**src/hdl/rtc_pkg.sv**
```systemverilog
// ----------------------------------------------------------------------------
// rtc_pkg
// Shared widths, register indexes and types of the ray/triangle hit core.
// ----------------------------------------------------------------------------
package rtc_pkg;

    // default build values
    localparam int DEF_COORD_BITS    = 16;
    localparam int DEF_MAX_TRIANGLES = 65536;

    // datapath widths
    localparam int FIELD_W = 16;   // Q8.8 field
    localparam int VEC_W   = 17;   // edge / offset vector component
    localparam int CROSS_W = 35;   // cross product component, Q19.16
    localparam int ACC_W   = 56;   // dot product accumulator, Q32.24
    localparam int DEN_W   = 55;   // magnitude of det or t numerator
    localparam int DIST_W  = 32;   // Q16.16 distance
    localparam int FRAC_W  = 16;   // fraction bits of distance
    localparam int THR_W   = 32;
    localparam int CFG_AW  = 3;

    // register indexes
    localparam logic [CFG_AW-1:0] CFG_ORIGIN_X = 3'd0;
    localparam logic [CFG_AW-1:0] CFG_ORIGIN_Y = 3'd1;
    localparam logic [CFG_AW-1:0] CFG_ORIGIN_Z = 3'd2;
    localparam logic [CFG_AW-1:0] CFG_DIR_X    = 3'd3;
    localparam logic [CFG_AW-1:0] CFG_DIR_Y    = 3'd4;
    localparam logic [CFG_AW-1:0] CFG_DIR_Z    = 3'd5;
    localparam logic [CFG_AW-1:0] CFG_THRESH   = 3'd6;

    // one multiply-accumulate request
    typedef struct packed {
        logic                      en;
        logic                      clr;
        logic                      sub;
        logic signed [CROSS_W-1:0] a;
        logic signed [VEC_W-1:0]   b;
    } t_mac_op;

    // divider status
    typedef struct packed {
        logic              done;
        logic [DIST_W-1:0] q;
    } t_div_res;

endpackage

```
**src/hdl/rtc_mac.sv**
```systemverilog
// ----------------------------------------------------------------------------
// rtc_mac
// Shared signed multiply-accumulate unit for cross and dot products.
// ----------------------------------------------------------------------------
module rtc_mac (
    input  logic                            i_clk,
    input  rtc_pkg::t_mac_op                i_op,
    output logic signed [rtc_pkg::ACC_W-1:0] o_sum
);
    import rtc_pkg::*;

    logic signed [CROSS_W+VEC_W-1:0] w_prod;
    logic signed [ACC_W-1:0]         w_prod_x;
    logic signed [ACC_W-1:0]         w_base;
    logic signed [ACC_W-1:0]         r_acc;
    logic signed [ACC_W-1:0]         n_acc;

    // product, then add or subtract into the running sum
    always_comb begin
        w_prod   = i_op.a * i_op.b;
        w_prod_x = {{(ACC_W-CROSS_W-VEC_W){w_prod[CROSS_W+VEC_W-1]}}, w_prod};
        w_base   = i_op.clr ? '0 : r_acc;
        n_acc    = i_op.sub ? (w_base - w_prod_x) : (w_base + w_prod_x);
    end

    assign o_sum = n_acc;

    always_ff @(posedge i_clk) begin
        if (i_op.en) begin
            r_acc <= n_acc;
        end
    end
endmodule

```
**src/hdl/rtc_div.sv**
```systemverilog
// ----------------------------------------------------------------------------
// rtc_div
// Serial restoring divider: Q16.16 quotient of num/den, saturating.
// ----------------------------------------------------------------------------
module rtc_div (
    input  logic                        i_clk,
    input  logic                        i_rst_n,
    input  logic                        i_start,
    input  logic [rtc_pkg::DEN_W-1:0]   i_num,
    input  logic [rtc_pkg::DEN_W-1:0]   i_den,
    output rtc_pkg::t_div_res           o_res
);
    import rtc_pkg::*;

    localparam int CNT_W = $clog2(DIST_W + 1);

    logic              r_busy;
    logic              r_done;
    logic [CNT_W-1:0]  r_cnt;
    logic [DEN_W-1:0]  r_rem;
    logic [DEN_W-1:0]  r_den;
    logic [DIST_W-1:0] r_sh;
    logic [DIST_W-1:0] r_q;
    logic [DEN_W:0]    w_trial;
    logic              w_sat;

    always_comb begin
        w_trial = {r_rem, r_sh[DIST_W-1]};
        w_sat   = {{FRAC_W{1'b0}}, i_num} >= {i_den, {FRAC_W{1'b0}}};
    end

    // control
    always_ff @(posedge i_clk) begin
        if (!i_rst_n) begin
            r_busy <= 1'b0;
            r_done <= 1'b0;
            r_cnt  <= '0;
        end else begin
            r_done <= 1'b0;
            if (i_start) begin
                r_busy <= !w_sat;
                r_done <= w_sat;
                r_cnt  <= CNT_W'(DIST_W);
            end else if (r_busy) begin
                r_cnt <= r_cnt - 1'b1;
                if (r_cnt == CNT_W'(1)) begin
                    r_busy <= 1'b0;
                    r_done <= 1'b1;
                end
            end
        end
    end

    // one quotient bit per cycle
    always_ff @(posedge i_clk) begin
        if (i_start) begin
            r_den <= i_den;
            r_rem <= {{FRAC_W{1'b0}}, i_num[DEN_W-1:FRAC_W]};
            r_sh  <= {i_num[FRAC_W-1:0], {(DIST_W-FRAC_W){1'b0}}};
            r_q   <= w_sat ? '1 : '0;
        end else if (r_busy) begin
            r_sh <= {r_sh[DIST_W-2:0], 1'b0};
            if (w_trial >= {1'b0, r_den}) begin
                r_rem <= DEN_W'(w_trial - {1'b0, r_den});
                r_q   <= {r_q[DIST_W-2:0], 1'b1};
            end else begin
                r_rem <= w_trial[DEN_W-1:0];
                r_q   <= {r_q[DIST_W-2:0], 1'b0};
            end
        end
    end

    assign o_res.done = r_done;
    assign o_res.q    = r_q;
endmodule

```
**src/hdl/ray_triangle_closest_hit_core.sv**
```systemverilog
// ----------------------------------------------------------------------------
// ray_triangle_closest_hit_core
// Moller-Trumbore ray/triangle test with a closest-hit record per mesh.
// ----------------------------------------------------------------------------
// Usage: write the ray (origin, direction, parallel threshold) on the cfg
// port while idle. Stream triangles on s_axis: tdata holds nine Q8.8
// coordinates, tlast marks the final triangle of a mesh. Each triangle gives
// one item on m_axis: tdata = distance, best distance and best index,
// tuser = hit and any-hit flags, tlast = copy of the input tlast.
// Sequence: one shared multiply-accumulate unit runs 24 steps for the cross
// and dot products, then the sign fix-up and bound tests, then (on a hit
// only) the serial divider for the distance, and then a final state that
// posts the result to the output register of m_axis.
// One triangle is in flight at a time; s_axis tready is high only while idle.
// The result sits in an output register, so the next triangle is accepted
// while it waits; a stalled receiver holds the core at the posting step.
// Reset (synchronous, active low) restores the default ray, clears the
// record and the triangle count, and empties the output register.
// ----------------------------------------------------------------------------
module ray_triangle_closest_hit_core #(
    parameter int COORD_BITS    = rtc_pkg::DEF_COORD_BITS,
    parameter int MAX_TRIANGLES = rtc_pkg::DEF_MAX_TRIANGLES
) (
    input  logic                          i_clk,
    input  logic                          i_rst_n,
    // config write port
    input  logic                          i_cfg_we,
    input  logic [rtc_pkg::CFG_AW-1:0]    i_cfg_addr,
    input  logic [rtc_pkg::THR_W-1:0]     i_cfg_wdata,
    // triangles
    input  logic                          i_s_axis_tvalid,
    output logic                          o_s_axis_tready,
    // a_x, a_y, a_z, b_x, b_y, b_z, c_x, c_y, c_z (16 bits each)
    input  logic [143:0]                  i_s_axis_tdata,
    input  logic                          i_s_axis_tlast,  // final_triangle
    // results
    output logic                          o_m_axis_tvalid,
    input  logic                          i_m_axis_tready,
    // distance (32), best_distance (32), best_index (16)
    output logic [79:0]                   o_m_axis_tdata,
    // hit, any_hit
    output logic [1:0]                    o_m_axis_tuser,
    output logic                          o_m_axis_tlast   // is_last
);
    import rtc_pkg::*;

    localparam int EXT_BITS = (COORD_BITS < FIELD_W) ? COORD_BITS : FIELD_W;
    localparam int EXT_SH   = FIELD_W - EXT_BITS;
    localparam int CNT_W    = $clog2(MAX_TRIANGLES);

    localparam logic [2:0] ST_IDLE  = 3'd0;
    localparam logic [2:0] ST_MAC   = 3'd1;
    localparam logic [2:0] ST_CHECK = 3'd2;
    localparam logic [2:0] ST_TEST  = 3'd3;
    localparam logic [2:0] ST_DIV   = 3'd4;
    localparam logic [2:0] ST_DONE  = 3'd5;

    localparam logic [4:0] LAST_STEP = 5'd23;

    // sign-extend a field from the coordinate width
    function automatic logic signed [VEC_W-1:0] coord(input logic [FIELD_W-1:0] v);
        logic signed [FIELD_W-1:0] t;
        t = $signed(v << EXT_SH) >>> EXT_SH;
        return {t[FIELD_W-1], t};
    endfunction

    function automatic logic signed [CROSS_W-1:0] ext_a(input logic signed [VEC_W-1:0] v);
        return {{(CROSS_W-VEC_W){v[VEC_W-1]}}, v};
    endfunction

    // config registers
    logic [FIELD_W-1:0] r_org [3];
    logic [FIELD_W-1:0] r_dir [3];
    logic [THR_W-1:0]   r_thr;

    always_ff @(posedge i_clk) begin
        if (!i_rst_n) begin
            r_org[0] <= '0;
            r_org[1] <= '0;
            r_org[2] <= '0;
            r_dir[0] <= '0;
            r_dir[1] <= '0;
            r_dir[2] <= 16'd256;
            r_thr    <= 32'd1;
        end else if (i_cfg_we) begin
            unique case (i_cfg_addr)
                CFG_ORIGIN_X: r_org[0] <= i_cfg_wdata[FIELD_W-1:0];
                CFG_ORIGIN_Y: r_org[1] <= i_cfg_wdata[FIELD_W-1:0];
                CFG_ORIGIN_Z: r_org[2] <= i_cfg_wdata[FIELD_W-1:0];
                CFG_DIR_X:    r_dir[0] <= i_cfg_wdata[FIELD_W-1:0];
                CFG_DIR_Y:    r_dir[1] <= i_cfg_wdata[FIELD_W-1:0];
                CFG_DIR_Z:    r_dir[2] <= i_cfg_wdata[FIELD_W-1:0];
                CFG_THRESH:   r_thr    <= i_cfg_wdata;
                default: ;
            endcase
        end
    end

    logic signed [VEC_W-1:0] w_d [3];
    always_comb begin
        for (int i = 0; i < 3; i++) begin
            w_d[i] = coord(r_dir[i]);
        end
    end

    // sequencer state
    logic [2:0] r_state;
    logic [4:0] r_step;
    logic       r_last;
    logic       w_accept;

    assign o_s_axis_tready = (r_state == ST_IDLE);
    assign w_accept        = i_s_axis_tvalid && o_s_axis_tready;

    // edge and offset vectors, loaded at accept
    logic signed [VEC_W-1:0]   r_e1 [3];
    logic signed [VEC_W-1:0]   r_e2 [3];
    logic signed [VEC_W-1:0]   r_s  [3];
    logic signed [CROSS_W-1:0] r_pv [3];
    logic signed [CROSS_W-1:0] r_qv [3];
    logic signed [ACC_W-1:0]   r_det, r_un, r_vn, r_tn;
    logic                      r_par_ok;
    logic                      r_hit;
    logic [DIST_W-1:0]         r_dist;

    always_ff @(posedge i_clk) begin
        if (w_accept) begin
            for (int i = 0; i < 3; i++) begin
                r_e1[i] <= coord(i_s_axis_tdata[(3+i)*FIELD_W +: FIELD_W])
                         - coord(i_s_axis_tdata[i*FIELD_W +: FIELD_W]);
                r_e2[i] <= coord(i_s_axis_tdata[(6+i)*FIELD_W +: FIELD_W])
                         - coord(i_s_axis_tdata[i*FIELD_W +: FIELD_W]);
                r_s[i]  <= coord(r_org[i])
                         - coord(i_s_axis_tdata[i*FIELD_W +: FIELD_W]);
            end
            r_last <= i_s_axis_tlast;
        end
    end

    // operand schedule for the shared MAC
    t_mac_op                 w_op;
    logic signed [ACC_W-1:0] w_sum;

    always_comb begin
        w_op.en  = (r_state == ST_MAC);
        w_op.clr = 1'b0;
        w_op.sub = 1'b0;
        w_op.a   = '0;
        w_op.b   = '0;
        unique case (r_step)
            // pv = d x e2
            5'd0:  begin w_op.clr = 1'b1; w_op.a = ext_a(r_e2[2]); w_op.b = w_d[1]; end
            5'd1:  begin w_op.sub = 1'b1; w_op.a = ext_a(r_e2[1]); w_op.b = w_d[2]; end
            5'd2:  begin w_op.clr = 1'b1; w_op.a = ext_a(r_e2[0]); w_op.b = w_d[2]; end
            5'd3:  begin w_op.sub = 1'b1; w_op.a = ext_a(r_e2[2]); w_op.b = w_d[0]; end
            5'd4:  begin w_op.clr = 1'b1; w_op.a = ext_a(r_e2[1]); w_op.b = w_d[0]; end
            5'd5:  begin w_op.sub = 1'b1; w_op.a = ext_a(r_e2[0]); w_op.b = w_d[1]; end
            // det = e1 . pv
            5'd6:  begin w_op.clr = 1'b1; w_op.a = r_pv[0]; w_op.b = r_e1[0]; end
            5'd7:  begin w_op.a = r_pv[1]; w_op.b = r_e1[1]; end
            5'd8:  begin w_op.a = r_pv[2]; w_op.b = r_e1[2]; end
            // qv = s x e1
            5'd9:  begin w_op.clr = 1'b1; w_op.a = ext_a(r_e1[2]); w_op.b = r_s[1]; end
            5'd10: begin w_op.sub = 1'b1; w_op.a = ext_a(r_e1[1]); w_op.b = r_s[2]; end
            5'd11: begin w_op.clr = 1'b1; w_op.a = ext_a(r_e1[0]); w_op.b = r_s[2]; end
            5'd12: begin w_op.sub = 1'b1; w_op.a = ext_a(r_e1[2]); w_op.b = r_s[0]; end
            5'd13: begin w_op.clr = 1'b1; w_op.a = ext_a(r_e1[1]); w_op.b = r_s[0]; end
            5'd14: begin w_op.sub = 1'b1; w_op.a = ext_a(r_e1[0]); w_op.b = r_s[1]; end
            // u numerator = s . pv
            5'd15: begin w_op.clr = 1'b1; w_op.a = r_pv[0]; w_op.b = r_s[0]; end
            5'd16: begin w_op.a = r_pv[1]; w_op.b = r_s[1]; end
            5'd17: begin w_op.a = r_pv[2]; w_op.b = r_s[2]; end
            // v numerator = d . qv
            5'd18: begin w_op.clr = 1'b1; w_op.a = r_qv[0]; w_op.b = w_d[0]; end
            5'd19: begin w_op.a = r_qv[1]; w_op.b = w_d[1]; end
            5'd20: begin w_op.a = r_qv[2]; w_op.b = w_d[2]; end
            // t numerator = e2 . qv
            5'd21: begin w_op.clr = 1'b1; w_op.a = r_qv[0]; w_op.b = r_e2[0]; end
            5'd22: begin w_op.a = r_qv[1]; w_op.b = r_e2[1]; end
            5'd23: begin w_op.a = r_qv[2]; w_op.b = r_e2[2]; end
            default: ;
        endcase
    end

    rtc_mac u_mac (
        .i_clk (i_clk),
        .i_op  (w_op),
        .o_sum (w_sum)
    );

    // capture finished sums
    always_ff @(posedge i_clk) begin
        if (r_state == ST_MAC) begin
            unique case (r_step)
                5'd1:    r_pv[0] <= w_sum[CROSS_W-1:0];
                5'd3:    r_pv[1] <= w_sum[CROSS_W-1:0];
                5'd5:    r_pv[2] <= w_sum[CROSS_W-1:0];
                5'd8:    r_det   <= w_sum;
                5'd10:   r_qv[0] <= w_sum[CROSS_W-1:0];
                5'd12:   r_qv[1] <= w_sum[CROSS_W-1:0];
                5'd14:   r_qv[2] <= w_sum[CROSS_W-1:0];
                5'd17:   r_un    <= w_sum;
                5'd20:   r_vn    <= w_sum;
                5'd23:   r_tn    <= w_sum;
                default: ;
            endcase
        end else if (r_state == ST_CHECK) begin
            // make det positive, flipping the numerators with it
            if (r_det < 0) begin
                r_det <= -r_det;
                r_un  <= -r_un;
                r_vn  <= -r_vn;
                r_tn  <= -r_tn;
            end
        end
    end

    // parallel test on the raw determinant
    logic [ACC_W-1:0] w_mag;
    logic             w_in_tri;

    assign w_mag = (r_det < 0) ? ACC_W'(-r_det) : ACC_W'(r_det);

    always_ff @(posedge i_clk) begin
        if (r_state == ST_CHECK) begin
            r_par_ok <= (r_det != 0) && (w_mag >= {{(ACC_W-THR_W){1'b0}}, r_thr});
        end
    end

    assign w_in_tri = r_par_ok && (r_un >= 0) && (r_un <= r_det) && (r_vn >= 0)
                   && ((r_un + r_vn) <= r_det) && (r_tn >= 0);

    // distance divider
    t_div_res w_div;
    logic     w_div_start;

    assign w_div_start = (r_state == ST_TEST) && w_in_tri;

    rtc_div u_div (
        .i_clk   (i_clk),
        .i_rst_n (i_rst_n),
        .i_start (w_div_start),
        .i_num   (r_tn[DEN_W-1:0]),
        .i_den   (r_det[DEN_W-1:0]),
        .o_res   (w_div)
    );

    always_ff @(posedge i_clk) begin
        if (r_state == ST_TEST) begin
            r_hit  <= w_in_tri;
            r_dist <= '0;
        end else if ((r_state == ST_DIV) && w_div.done) begin
            r_dist <= w_div.q;
        end
    end

    // closest-hit record
    logic              r_have;
    logic [DIST_W-1:0] r_best;
    logic [CNT_W-1:0]  r_pos;
    logic [CNT_W-1:0]  r_count;
    logic              w_post;
    logic              w_take;
    logic              n_have;
    logic [DIST_W-1:0] n_best;
    logic [CNT_W-1:0]  n_pos;

    assign w_post = (r_state == ST_DONE) && (!o_m_axis_tvalid || i_m_axis_tready);
    assign w_take = r_hit && (!r_have || (r_dist < r_best));

    always_comb begin
        n_have = r_have || r_hit;
        n_best = w_take ? r_dist : r_best;
        n_pos  = w_take ? r_count : r_pos;
    end

    always_ff @(posedge i_clk) begin
        if (!i_rst_n) begin
            r_have  <= 1'b0;
            r_best  <= '0;
            r_pos   <= '0;
            r_count <= '0;
        end else if (w_post) begin
            if (r_last) begin
                r_have  <= 1'b0;
                r_best  <= '0;
                r_pos   <= '0;
                r_count <= '0;
            end else begin
                r_have  <= n_have;
                r_best  <= n_best;
                r_pos   <= n_pos;
                r_count <= (r_count == CNT_W'(MAX_TRIANGLES - 1)) ? '0 : r_count + 1'b1;
            end
        end
    end

    // output register
    always_ff @(posedge i_clk) begin
        if (!i_rst_n) begin
            o_m_axis_tvalid <= 1'b0;
        end else if (w_post) begin
            o_m_axis_tvalid <= 1'b1;
        end else if (i_m_axis_tready) begin
            o_m_axis_tvalid <= 1'b0;
        end
    end

    always_ff @(posedge i_clk) begin
        if (w_post) begin
            o_m_axis_tdata[31:0]  <= r_dist;
            o_m_axis_tdata[63:32] <= n_best;
            o_m_axis_tdata[79:64] <= 16'(n_pos);
            o_m_axis_tuser        <= {n_have, r_hit};
            o_m_axis_tlast        <= r_last;
        end
    end

    // sequencer
    always_ff @(posedge i_clk) begin
        if (!i_rst_n) begin
            r_state <= ST_IDLE;
            r_step  <= '0;
        end else begin
            unique case (r_state)
                ST_IDLE: begin
                    r_step <= '0;
                    if (w_accept) begin
                        r_state <= ST_MAC;
                    end
                end
                ST_MAC: begin
                    r_step <= r_step + 1'b1;
                    if (r_step == LAST_STEP) begin
                        r_state <= ST_CHECK;
                    end
                end
                ST_CHECK: r_state <= ST_TEST;
                ST_TEST:  r_state <= w_in_tri ? ST_DIV : ST_DONE;
                ST_DIV: begin
                    if (w_div.done) begin
                        r_state <= ST_DONE;
                    end
                end
                ST_DONE: begin
                    if (w_post) begin
                        r_state <= ST_IDLE;
                    end
                end
                default: r_state <= ST_IDLE;
            endcase
        end
    end

    // checks
    a_miss_zero_dist: assert property (@(posedge i_clk) disable iff (!i_rst_n)
        (o_m_axis_tvalid && !o_m_axis_tuser[0]) |-> (o_m_axis_tdata[31:0] == '0))
        else $error("miss with nonzero distance");

    a_no_best_zero: assert property (@(posedge i_clk) disable iff (!i_rst_n)
        (o_m_axis_tvalid && !o_m_axis_tuser[1]) |-> (o_m_axis_tdata[79:32] == '0))
        else $error("empty record with nonzero best fields");

    a_hit_in_record: assert property (@(posedge i_clk) disable iff (!i_rst_n)
        (o_m_axis_tvalid && o_m_axis_tuser[0]) |->
        (o_m_axis_tuser[1] && (o_m_axis_tdata[63:32] <= o_m_axis_tdata[31:0])))
        else $error("hit not reflected in closest record");

    a_div_in_div: assert property (@(posedge i_clk) disable iff (!i_rst_n)
        w_div.done |-> (r_state == ST_DIV))
        else $error("divider finished outside divide step");
endmodule
```
**config.mk**
```make
export PLATFORM = sky130hd
export DESIGN_NAME = ray_triangle_closest_hit_core
export DESIGN_NICKNAME = d
export VERILOG_FILES = /design/src/hdl/rtc_pkg.sv /design/src/hdl/rtc_mac.sv /design/src/hdl/rtc_div.sv /design/src/hdl/ray_triangle_closest_hit_core.sv
export SDC_FILE = /design/constraint.sdc
export NUM_CORES = 2
export LEC_CHECK = 0
export BUFFER_PORTS_ARGS = -buffer_cell sky130_fd_sc_hd__buf_2
export CAP_MARGIN = 0
export CELL_PAD_IN_SITES_DETAIL_PLACEMENT = 0
export CELL_PAD_IN_SITES_GLOBAL_PLACEMENT = 1
export CORE_ASPECT_RATIO = 1.25
export CORE_UTILIZATION = 37
export CTS_BUF_LIST = sky130_fd_sc_hd__clkbuf_8
export DETAILED_ROUTE_END_ITERATION = 16
export HOLD_SLACK_MARGIN = 0.02
export PLACE_DENSITY = 0.68
export SLEW_MARGIN = 20
export SYNTH_ARGS = -nofsm -noshare
export SYNTH_HDL_FRONTEND = slang
export SYNTH_SLANG_ARGS = --single-unit
export TNS_END_PERCENT = 100
```
**constraint.sdc**
```tcl
create_clock -name i_clk -period 15.2 [get_ports i_clk]
set_input_delay 3.04 -clock i_clk [delete_from_list [all_inputs] [get_ports i_clk]]
set_output_delay 3.04 -clock i_clk [all_outputs]
set_load 0.05 [all_outputs]
```
==> impl_metrics.tcl <==
set metrics [dict create \
    hpwl_mm 240 \
    numCtsBuffers 200 \
    coreArea_um2 238000 \
    grt_max_degree 121 \
    vias_per_cell 5.59 \
    hold_viol_final 0 \
    fin_tns_setup_ns 0 \
    place_inst 12400 \
    vias 71400 \
    drt-wirelength-per-cell_um 24.1 \
    skew_ns 0.0933 \
    drtIter0Drc 6738 \
    gr-max-usage-layer "met2" \
    crit_arrival_ns 14.90 \
    grtUsageMet3_pct 3.22 \
    ant_nets 0 \
    clkSinkCount 1129 \
    drv_cap 0 \
    post_cts_buffers 0 \
    finalCriticalPeriod_ns 14.21 \
    synth_area_um2 89000 \
    grt_pass1_wl_mm 458 \
    cp.required_ns 15.89 \
    cts_buffer_depth 4 \
    cts_hold_buf 0 \
    synth-main-ff-cell "edfxtp_1" \
    path_clk_slew_ns 0.07 \
    final_cell_mix "1068 x inv_1, 1001 x nand2_1, 967 x edfxtp_1, 806 x nor2_1, 656 x ha_1" \
    async_reset_ff_share_pct 0 \
    drc 0 \
    slew_headroom_pct 18.2 \
    path_max_fanout 18 \
    clockRootBuffer "clkbuf_8" \
    cpPeakStageDelay_ns 0.83 \
    grt_util_all_layers_pct 25.1 \
    synthCells 9228 \
    worstMarginPinSlew_ns 1.22 \
    rsz0062_at_grt "no" \
    final_common_cell "inv_1" \
    synth.ff_latch_count 1129 \
    grt_overflow 0 \
    grt_pass1_vias 72000 \
    critPathLaunchType "register" \
    use_met1_pct 32.5 \
    synth.avg_cell_area_um2 9.64 \
    end_kind "register" \
    slew_violations 0 \
    area_delta_synth_final_pct 10.5 \
    die-area_um2 243000 \
    cts_resized 0 \
    io_buffers 269 \
    fp.dieH_um 550 \
    antenna_found_initial 10 \
    pin_count 270 \
    worstHoldPathType "register to register" \
    drtPass1Iterations 7 \
    crit_type "register to register" \
    fmaxAchievable_ghz 0.0704 \
    synth_edf_count 967 \
    htreeDepth 4 \
    chipWidth_um 441 \
    ys.warnings.count 0 \
    synth_nets 10600 \
    crit_top_cell "fa_1" \
    clk_latency_ns 0.98 \
    gr-usage-met2_pct 41.6 \
    fp-row-count 200 \
    drive_above_1_share_pct 9.04 \
    start_util_pct 37.4 \
    place.gp.congestion 0.976 \
    cts_tree "built" \
    setup_viol 0 \
    finalCritPeriodShare_pct 93.5 \
    status "complete, no violations" \
    yosysSeqAreaShare_pct 36.3 \
    final_cell_count_no_fill 12800 \
    crit_slowest_cell "a2111oi_0" \
    nets 10900 \
    wl_mm 308 \
    yosysUniqueCellTypes 102 \
]
==> synthesized netlist by cell type, drive strengths merged, types with 35 or more instances <==
| cell | instances | share of area (%) |
|---|---|---|
| a211oi | 47 | 0.40 |
| a21boi | 93 | 0.78 |
| a21o | 237 | 2.0 |
| a21oi | 452 | 2.6 |
| a222oi | 61 | 0.69 |
| a22o | 78 | 0.77 |
| a22oi | 101 | 0.86 |
| a31oi | 35 | 0.25 |
| and2 | 118 | 0.83 |
| and3 | 54 | 0.38 |
| buf | 45 | 0.23 |
| clkbuf | 332 | 1.4 |
| dfxtp | 162 | 3.6 |
| edfxtp | 967 | 33 |
| fa | 579 | 13 |
| ha | 656 | 9.2 |
| inv | 1030 | 4.3 |
| nand2 | 1003 | 4.2 |
| nand2b | 96 | 0.68 |
| nand3 | 138 | 0.78 |
| nand4 | 108 | 0.76 |
| nor2 | 816 | 3.4 |
| nor2b | 106 | 0.75 |
| nor3 | 184 | 1.0 |
| nor4 | 68 | 0.54 |
| o21a | 37 | 0.31 |
| o21ai | 516 | 2.9 |
| o21bai | 55 | 0.46 |
| o31ai | 37 | 0.31 |
| or3 | 55 | 0.40 |
| or4 | 38 | 0.33 |
| xnor2 | 332 | 3.3 |
| xor2 | 189 | 1.9 |
==> stage by stage <==
step | util [%] | worst slack, ns | area [um^2] | hold slack, ns
final | 41.3 | 0.992 | 98400 | 0.464
after global routing | 41.3 | 0.0860 | 98400 | 0.484
after detailed placement | 39.7 | 1.25 | 94500 | 0.452
after CTS | 41.3 | 1.17 | 98300 | 0.468
after floorplan | - | 2.93 | 89000 | 0.424
after global placement | 39.7 | 1.30 | 94500 | 0.451
==> worst max-delay path, delay by kind of cell, from the launching register on <==
family,cells,cell delay (ns)
compound gates,9,3.74
xor+xnor,3,0.85
fa+ha+maj,8,4.09
buf+inv,6,1.20
flops,1,0.72
simple gates,14,3.30
==> routing by layer <==
metal | vias up | share of wire (%)
met5 | - | 0.0088
met4 | 4 | 5.0
met3 | 586 | 6.3
met2 | 2564 | 47
met1 | 35600 | 42
li1 | 32600 | -
==> cells by family (layout without fill, tap and decap cells) <==
logic type / Yosys count / count (layout) / synth area share (%)
buffers and inverters: 1411 / 1817 / 5.99
xor gates and xnor gates: 521 / 521 / 5.13
adders and majority gates: 1235 / 1235 / 22.2
other: 0 / 4 / 0
and+or+nand+nor: 2891 / 2891 / 15.1
muxes: 52 / 52 / 0.620
AOI/OAI and AO/OA: 1989 / 1989 / 14.6
DFF: 1129 / 1129 / 36.3
==> registers in the layout, summed over array words and instances, names as in the netlist, 56 cells and up <==
signal and flops:
r_pv 105, r_qv 105, o_m_axis_tdata 80, r_det 56, r_tn 56, r_un 56
r_vn 56, u_mac.r_acc 56
==> layout make-up <==
class                      instances  area (um^2)
antenna                            4         10.0
clock buffer                     216         2970
tap                             3131         3920
multi-input combinational       6688        51900
timing repair buffer             423         2510
fill                           23400       140000
sequential                      1129        32300
inverter                        1034         3890
clock inverter                   144          885
==> worst paths after layout <==
check                                       startpoint                     end  slack [ns]  depth (start not counted)
worst max-delay path            r_step[2]$_SDFFE_PN0P_      r_vn[55]$_DFFE_PP_        0.99                         40
worst min-delay path            r_thr[12]$_SDFFE_PN0P_  r_thr[12]$_SDFFE_PN0P_        0.46                          2
worst max register to register  r_step[2]$_SDFFE_PN0P_      r_vn[55]$_DFFE_PP_        0.99                         40
worst min register to register  r_thr[12]$_SDFFE_PN0P_  r_thr[12]$_SDFFE_PN0P_        0.46                          2
Power is left out: the tool's default activity adds up to more than one toggle a clock period on the data nets, which glitch-free logic cannot reach.
